===== src/rtl/ctc_pkg.sv =====
// Shared types and constants of the container trace classifier.
package ctc_pkg;

    // Input transaction layout: mode in bit 0, value above it, padded to bytes.
    localparam int unsigned MODE_W    = 1;
    localparam int unsigned VALUE_W   = 32;
    localparam int unsigned IN_DATA_W = 40;

    // Output transaction layout: verdict in the low bits, overflow above it.
    localparam int unsigned VERDICT_W  = 3;
    localparam int unsigned OUT_DATA_W = 8;

    // Operation codes carried in the mode field.
    localparam logic OP_PUSH = 1'b0;
    localparam logic OP_POP  = 1'b1;

    // Positions of the consistent flags of the three models.
    localparam int unsigned FLAG_STACK = 0;
    localparam int unsigned FLAG_QUEUE = 1;
    localparam int unsigned FLAG_PRIO  = 2;
    localparam int unsigned NUM_MODELS = 3;

    localparam logic [NUM_MODELS-1:0] FLAGS_NONE       = 3'b000;
    localparam logic [NUM_MODELS-1:0] FLAGS_ONLY_STACK = 3'b001;
    localparam logic [NUM_MODELS-1:0] FLAGS_ONLY_QUEUE = 3'b010;
    localparam logic [NUM_MODELS-1:0] FLAGS_ONLY_PRIO  = 3'b100;
    localparam logic [NUM_MODELS-1:0] FLAGS_ALL        = 3'b111;

    typedef enum logic [VERDICT_W-1:0] {
        VERDICT_IMPOSSIBLE = 3'd0,
        VERDICT_STACK      = 3'd1,
        VERDICT_QUEUE      = 3'd2,
        VERDICT_PRIO       = 3'd3,
        VERDICT_UNSURE     = 3'd4
    } t_verdict;

    // How a row of cells takes in a pushed value.
    typedef enum logic [1:0] {
        KIND_LIFO,
        KIND_FIFO,
        KIND_PRIO
    } t_kind;

    // What a row reports to the control logic about its front cell.
    typedef struct packed {
        logic head_valid;
        logic head_match;
        logic full;
    } t_chain_status;

endpackage


===== src/rtl/ctc_cell.sv =====
// One storage cell of a container row: holds a value and shifts with its neighbors.
module ctc_cell #(
    parameter ctc_pkg::t_kind KIND       = ctc_pkg::KIND_LIFO,
    parameter int unsigned    VALUE_BITS = 32
) (
    input  logic                  i_clk,
    input  logic                  i_rst_n,
    input  logic                  i_push,
    input  logic                  i_pop,
    input  logic                  i_clear,
    input  logic [VALUE_BITS-1:0] i_key,
    input  logic [VALUE_BITS-1:0] i_left_data,
    input  logic                  i_left_valid,
    input  logic                  i_left_keep,
    input  logic [VALUE_BITS-1:0] i_right_data,
    input  logic                  i_right_valid,
    output logic [VALUE_BITS-1:0] o_data,
    output logic                  o_valid,
    output logic                  o_keep
);
    import ctc_pkg::*;

    logic [VALUE_BITS-1:0] r_data;
    logic [VALUE_BITS-1:0] n_data;
    logic                  r_valid;
    logic                  n_valid;
    logic                  w_keep;

    // The cell keeps its place in a descending row when it is at least the new key.
    assign w_keep = r_valid && ($signed(r_data) >= $signed(i_key));

    always_comb begin
        n_data  = r_data;
        n_valid = r_valid;
        if (i_clear) begin
            n_valid = 1'b0;
        end else if (i_push) begin
            case (KIND)
                KIND_LIFO: begin
                    n_data  = i_left_data;
                    n_valid = i_left_valid;
                end
                KIND_FIFO: begin
                    if (!r_valid && i_left_valid) begin
                        n_data  = i_key;
                        n_valid = 1'b1;
                    end
                end
                KIND_PRIO: begin
                    if (!w_keep) begin
                        if (i_left_keep) begin
                            n_data  = i_key;
                            n_valid = 1'b1;
                        end else begin
                            n_data  = i_left_data;
                            n_valid = i_left_valid;
                        end
                    end
                end
                default: begin
                    n_data  = r_data;
                    n_valid = r_valid;
                end
            endcase
        end else if (i_pop) begin
            n_data  = i_right_data;
            n_valid = i_right_valid;
        end
    end

    always_ff @(posedge i_clk) begin
        if (!i_rst_n) begin
            r_valid <= 1'b0;
        end else begin
            r_valid <= n_valid;
        end
    end

    always_ff @(posedge i_clk) begin
        r_data <= n_data;
    end

    assign o_data  = r_data;
    assign o_valid = r_valid;
    assign o_keep  = w_keep;

endmodule


===== src/rtl/ctc_chain.sv =====
// A row of cells that models one container, with its front cell at index zero.
module ctc_chain #(
    parameter ctc_pkg::t_kind KIND       = ctc_pkg::KIND_LIFO,
    parameter int unsigned    DEPTH      = 64,
    parameter int unsigned    VALUE_BITS = 32
) (
    input  logic                   i_clk,
    input  logic                   i_rst_n,
    input  logic                   i_push,
    input  logic                   i_pop,
    input  logic                   i_clear,
    input  logic [VALUE_BITS-1:0]  i_key,
    output ctc_pkg::t_chain_status o_status
);
    import ctc_pkg::*;

    logic [VALUE_BITS-1:0] w_data [DEPTH];
    logic [DEPTH-1:0]      w_valid;
    logic [DEPTH-1:0]      w_keep;

    for (genvar i = 0; i < DEPTH; i++) begin : g_cell
        logic [VALUE_BITS-1:0] w_left_data;
        logic                  w_left_valid;
        logic                  w_left_keep;
        logic [VALUE_BITS-1:0] w_right_data;
        logic                  w_right_valid;

        // The front cell sees the incoming key as its left neighbor.
        if (i == 0) begin : g_front
            assign w_left_data  = i_key;
            assign w_left_valid = 1'b1;
            assign w_left_keep  = 1'b1;
        end else begin : g_inner_left
            assign w_left_data  = w_data[i-1];
            assign w_left_valid = w_valid[i-1];
            assign w_left_keep  = w_keep[i-1];
        end

        if (i == DEPTH - 1) begin : g_back
            assign w_right_data  = '0;
            assign w_right_valid = 1'b0;
        end else begin : g_inner_right
            assign w_right_data  = w_data[i+1];
            assign w_right_valid = w_valid[i+1];
        end

        ctc_cell #(
            .KIND       (KIND),
            .VALUE_BITS (VALUE_BITS)
        ) u_cell (
            .i_clk         (i_clk),
            .i_rst_n       (i_rst_n),
            .i_push        (i_push),
            .i_pop         (i_pop),
            .i_clear       (i_clear),
            .i_key         (i_key),
            .i_left_data   (w_left_data),
            .i_left_valid  (w_left_valid),
            .i_left_keep   (w_left_keep),
            .i_right_data  (w_right_data),
            .i_right_valid (w_right_valid),
            .o_data        (w_data[i]),
            .o_valid       (w_valid[i]),
            .o_keep        (w_keep[i])
        );
    end

    assign o_status.head_valid = w_valid[0];
    assign o_status.head_match = w_valid[0] && (w_data[0] == i_key);
    assign o_status.full       = w_valid[DEPTH-1];

    // Occupied cells always form an unbroken run starting at the front.
    a_valid_prefix: assert property (@(posedge i_clk) disable iff (!i_rst_n)
        (w_valid & (w_valid + 1'b1)) == '0)
        else $error("ctc_chain: occupied cells are not contiguous from the front");

    // A full row cannot report an empty front cell.
    a_full_has_head: assert property (@(posedge i_clk) disable iff (!i_rst_n)
        o_status.full |-> o_status.head_valid)
        else $error("ctc_chain: full row with an empty front cell");

    // A clear empties the whole row on the next cycle.
    a_clear_empties: assert property (@(posedge i_clk) disable iff (!i_rst_n)
        i_clear |=> (w_valid == '0))
        else $error("ctc_chain: row not empty after a clear");

endmodule


===== config.mk =====
export PLATFORM = sky130hd
export DESIGN_NAME = ctc_chain
export DESIGN_NICKNAME = d
export VERILOG_FILES = /design/src/rtl/ctc_pkg.sv /design/src/rtl/ctc_cell.sv /design/src/rtl/ctc_chain.sv
export SDC_FILE = /design/constraint.sdc
export NUM_CORES = 2
export LEC_CHECK = 0
export BUFFER_PORTS_ARGS = -buffer_cell sky130_fd_sc_hd__buf_2
export CORE_MARGIN = 10
export CORE_UTILIZATION = 46
export CTS_BUF_LIST = sky130_fd_sc_hd__clkbuf_16
export DETAILED_ROUTE_END_ITERATION = 10
export GPL_TIMING_DRIVEN = 0
export PLACE_DENSITY_LB_ADDON = 0.3
export SYNTH_ARGS = -nofsm -noshare
export SYNTH_HDL_FRONTEND = slang
export SYNTH_HIERARCHICAL = 1
export SYNTH_SLANG_ARGS = --single-unit

===== constraint.sdc =====
create_clock -name i_clk -period 5.2 [get_ports i_clk]
set_input_delay 0.78 -clock i_clk [delete_from_list [all_inputs] [get_ports i_clk]]
set_output_delay 0.78 -clock i_clk [all_outputs]
set_load 0.05 [all_outputs]

* Word-level counts from Yosys, hierarchy flattened
Cells that the tools add are included.
** Operators by class
- Bitwise gates (word level) :: 2
- Reduce and logical (&&, ||, !) cells :: 4
- Eq/ne operators :: 1
- Multiplexer cells :: 256
** Operators by type and width (count)
- two-way mux 32 bit :: 128
- two-way mux 1 bit :: 128
- equality test 32 bit :: 1
- NOT 1 bit :: 2
- AND reduction 2 bit :: 1
- nonzero test 2 bit :: 1
- OR reduction 2 bit :: 1
- logical AND 1 bit :: 1
** Word-level totals
- Register bits after elaboration :: 2112
- Input port bits :: 37
- Output and inout port bits :: 3
- Word-level logic and storage cells :: 391

* Longest topological paths before layout
- Depth in word-level cells :: 2
- Gate-level depth with buffers :: 4
- Depth with buffers taken out :: 4

* Hierarchy
Netlist, hierarchy kept.
** Modules (own cells, without submodules)
- ctc_cell :: times used 64, seq. area each 980.9 µm², area each 2210.9 µm², cells each 185
- ctc_chain :: times used 1, seq. area each 0.0 µm², area each 377.9 µm², cells each 48

* Worst setup path after synthesis
OpenSTA, ideal clock, no wires.
- Path type :: input port to flip-flop
- Start :: input i_push
- End :: register g_cell[0].u_cell.r_data[0] (enable)
- Arrival :: 2.687 ns
- Setup slack :: 2.092 ns
- Stages on the path :: 4
- Data required time :: 4.779 ns
- Buffers on the path :: 2
- Library setup time :: 0.421 ns
- Cell sequence :: clkbuf_1 buf_2 nor2_1 nor2_1
** Between the ends
- Longest elaborated chain between the ends :: 2
** Ends and longest elaborated chain
- start, declared :: RTL line ctc_chain.sv:9 : input logic i_push,
- nonzero test 2 bit (no line)
- AND reduction 2 bit (no line)
- end signal, assigned :: RTL line ctc_cell.sv:80 : r_data <= n_data;
- end, declared :: RTL line ctc_cell.sv:23 : logic [VALUE_BITS-1:0] r_data;
No other way between the ends.
A chain may end at the register's enable or synchronous reset.

==> results <==
- In this run the clock root is driven by a sky130_fd_sc_hd__clkbuf_16.
- The completed layout was analyzed and its total power is 37.8 mW.
- The met1 track utilization from global routing is 0.225.
- The worst setup path startpoint is g_cell[0].u_cell/o_data[21]$_DFFE_PP_.
- The placed wire-length estimate after detailed placement is 125000 um.
- The met2 track demand over resource is 0.248.
- The routed wire length is about 170000 um.
- Synthesis handed over a netlist of between 4000 and 5000 instances.
- The number of buffers and inverters on the critical path is 1.
- The max capacitance violation total is 0.
- For the pin with the worst max-slew slack, the measured transition is approximately 1.1 ns.
- In this run, placement finished with an instance count of 7508.
- The global routing usage on met3 is 0.0256.
- In this run the static leakage power is 34.2 nW.
- Walking the worst path, the cells encountered are xor2_1, nor4_1, nand3_1, nor3_2, buf_2.
- Setup slack closes at around 1.4 ns.
- The instance area at placement is 94900 um2.
- Among cell families on the critical path, the largest total delay comes from simple AND/OR/NAND/NOR gates.
- Of the available clock period, the critical path in the final layout requires 0.735.
- The largest single stage delay on the critical path is 0.94 ns.
- The clock latency on the worst-skew pair is 0.86 ns.
- The placer congestion estimate is just under 0.8.
- The first routing iteration left 3376 violations.
- In the routed design, unresolved DRC markers number 0.
- The net count reported at finish is 5228.
- The number of global-route vias before repair was 45200.
- Power spread over the standard cell area amounts to 373 nW/um2.
- The H-tree was split into 4 levels.
- The effective utilization at floorplan is 0.464.
- Setup violations remaining at the end of the flow were counted as 0.
- The number of search-and-repair iterations in the first detailed-routing pass is 5.
- The floorplan core area is 193000 um2.
- Buffers added to address setup during post-CTS repair amount to 0.
- The kind of capture point of the worst setup path is an output pin.
- The CTS tree is yes.
- The slowest stage of the critical path is the sky130_fd_sc_hd__nor4_1 cell.
- At the end of the flow the core is filled with cells to 0.524.
- The flow ran to the end, and the final reports show no timing, DRC or antenna violations.
- After detailed routing, the number of vias per cell comes to roughly 5.4.
- Yosys printed 6 warnings.
- The longest clock path from root to sink contains 3 buffers.
- Setup repair after global routing left no endpoint under its margin.
- At the placement stage, the worst setup path has a slack of 1.91 ns.
- The start point of the worst hold path is i_key[25].
- Row generation in the floorplan step produced 161 rows.
- After clock tree synthesis, the clock-pin slew on the worst setup and hold paths is roughly 0.060 ns.
- The critical setup path kind is register to output pin.
- STA puts the critical path data arrival time at 3.04 ns.
- The mapped cell area is about 90000 um2.
- The type of the worst min-delay path is input pin to register.
- The upper clock frequency limit is 262 MHz.
- Dividing the detail-routed wire length by the instance count gives 21.4 um.
- After synthesis, the mean cell area works out to 18.5 um2.
- After global routing the overflow that remains totals 0.
- In this run the worst path has a maximum fanout of 2.
- Subtracting the final worst setup slack from the clock period gives 3.82 ns.
- The clock sink count is roughly 2100.
- Post-CTS repair changed the size of 0 cells.
- Buffers inserted during clock tree synthesis total around 210.
- The number of hold violations in the final report came to 0.
- The floorplan step defined a die boundary enclosing 213000 um2.
- The signed area change from the synthesized netlist to the final layout is 13.0%.
- The worst flop-to-flop path startpoint is g_cell[34].u_cell/o_data[17]$_DFFE_PP_.
- The critical path startpoint category is a register.
- The routed layout has 42900 vias.
- The most heavily used metal layer in global routing is met2.
- The worst-case IR drop observed on VDD is 384 uV.
- The vertical die dimension is 461 um.
- The critical path data required time is 4.42 ns.
- The count of nets left with antenna violations once routing finished came out at 0.
- The initial antenna violation count is 3.
- The pin count of the biggest net entering global routing is 85.
- The final max-slew violation count is 0.
- The final instance count without filler cells is 7892.
- On the final layout, the worst clock skew is 0.0359 ns.
- The first global-routing pass estimated 265000 um of wire.
- The share of final-layout standard cells stronger than drive strength 1 is 0.498.
- During I/O placement, the number of pins put on the boundary was 40.
- The number of buffers inserted by hold repair at cts is 0.
- After routing the design area is 101000 um2.
- Headroom to the max-slew limit came out at 0.272.
- In this run the tool buffered the top-level ports with 38 buffer cells.
- The width of the die is 461 um.
- For this run, the total global-route usage over all layers was measured as 0.156.
## path summary, 6_finish.rpt
kind	slack, ns	endpoint	depth (start not counted)
max	1.38	o_status[1]	5
min	0.27	g_cell[0].u_cell/o_data[25]$_DFFE_PP_	2
max reg2reg	4.15	g_cell[35].u_cell/o_data[17]$_DFFE_PP_	1
min reg2reg	0.54	g_cell[42].u_cell/o_valid$_SDFFE_PP0N_	2
## routing by layer
layer	up-vias	routed length [um]
met2	798	78700
met3	222	7560
li1	19700	-
met5	-	13
met1	22200	79900
met4	2	2830
## stage by stage
stage	hold slack, ns	TNS, ns
detailed placement	0.534	0
finish	0.269	0
CTS	0.184	0
floorplan	0.525	0
global route	0.230	0
global placement	0.526	-1533.42
## placed cells by master (no fill, tap or decap), drive strengths merged, types with 9 or more instances in the layout
master	count
mux2	2048
xor2	31
clkinv	91
buf	296
clkbuf	273
bufinv	9
nor2	192
edfxtp	2048
mux2i	64
nor3b	64
a21oi	64
dfxtp	64
conb	34
inv	72
## state kept, by name (all words and copies together) (netlist names)
name                   count
g_cell.u_cell/o_data    2048
g_cell.u_cell/o_valid     64
## cell type report
class,count,area [um2]
diodes,1,2.50
plain buffers,258,1220
clock buffers,209,5230
clock inverters,174,1150
fillers,15200,91900
multi-input cells,2510,26200
flip-flops and latches,2112,62800
well taps,2526,3160
repair buffers,102,1520
## power by group
group / switching, mW / internal, mW
Sequential: 0.667 / 20.2
Combinational: 1.33 / 1.52
Clock: 6.31 / 7.73
Total: 8.31 / 29.5
No activity file was read; power rests on OpenSTA's default activity.
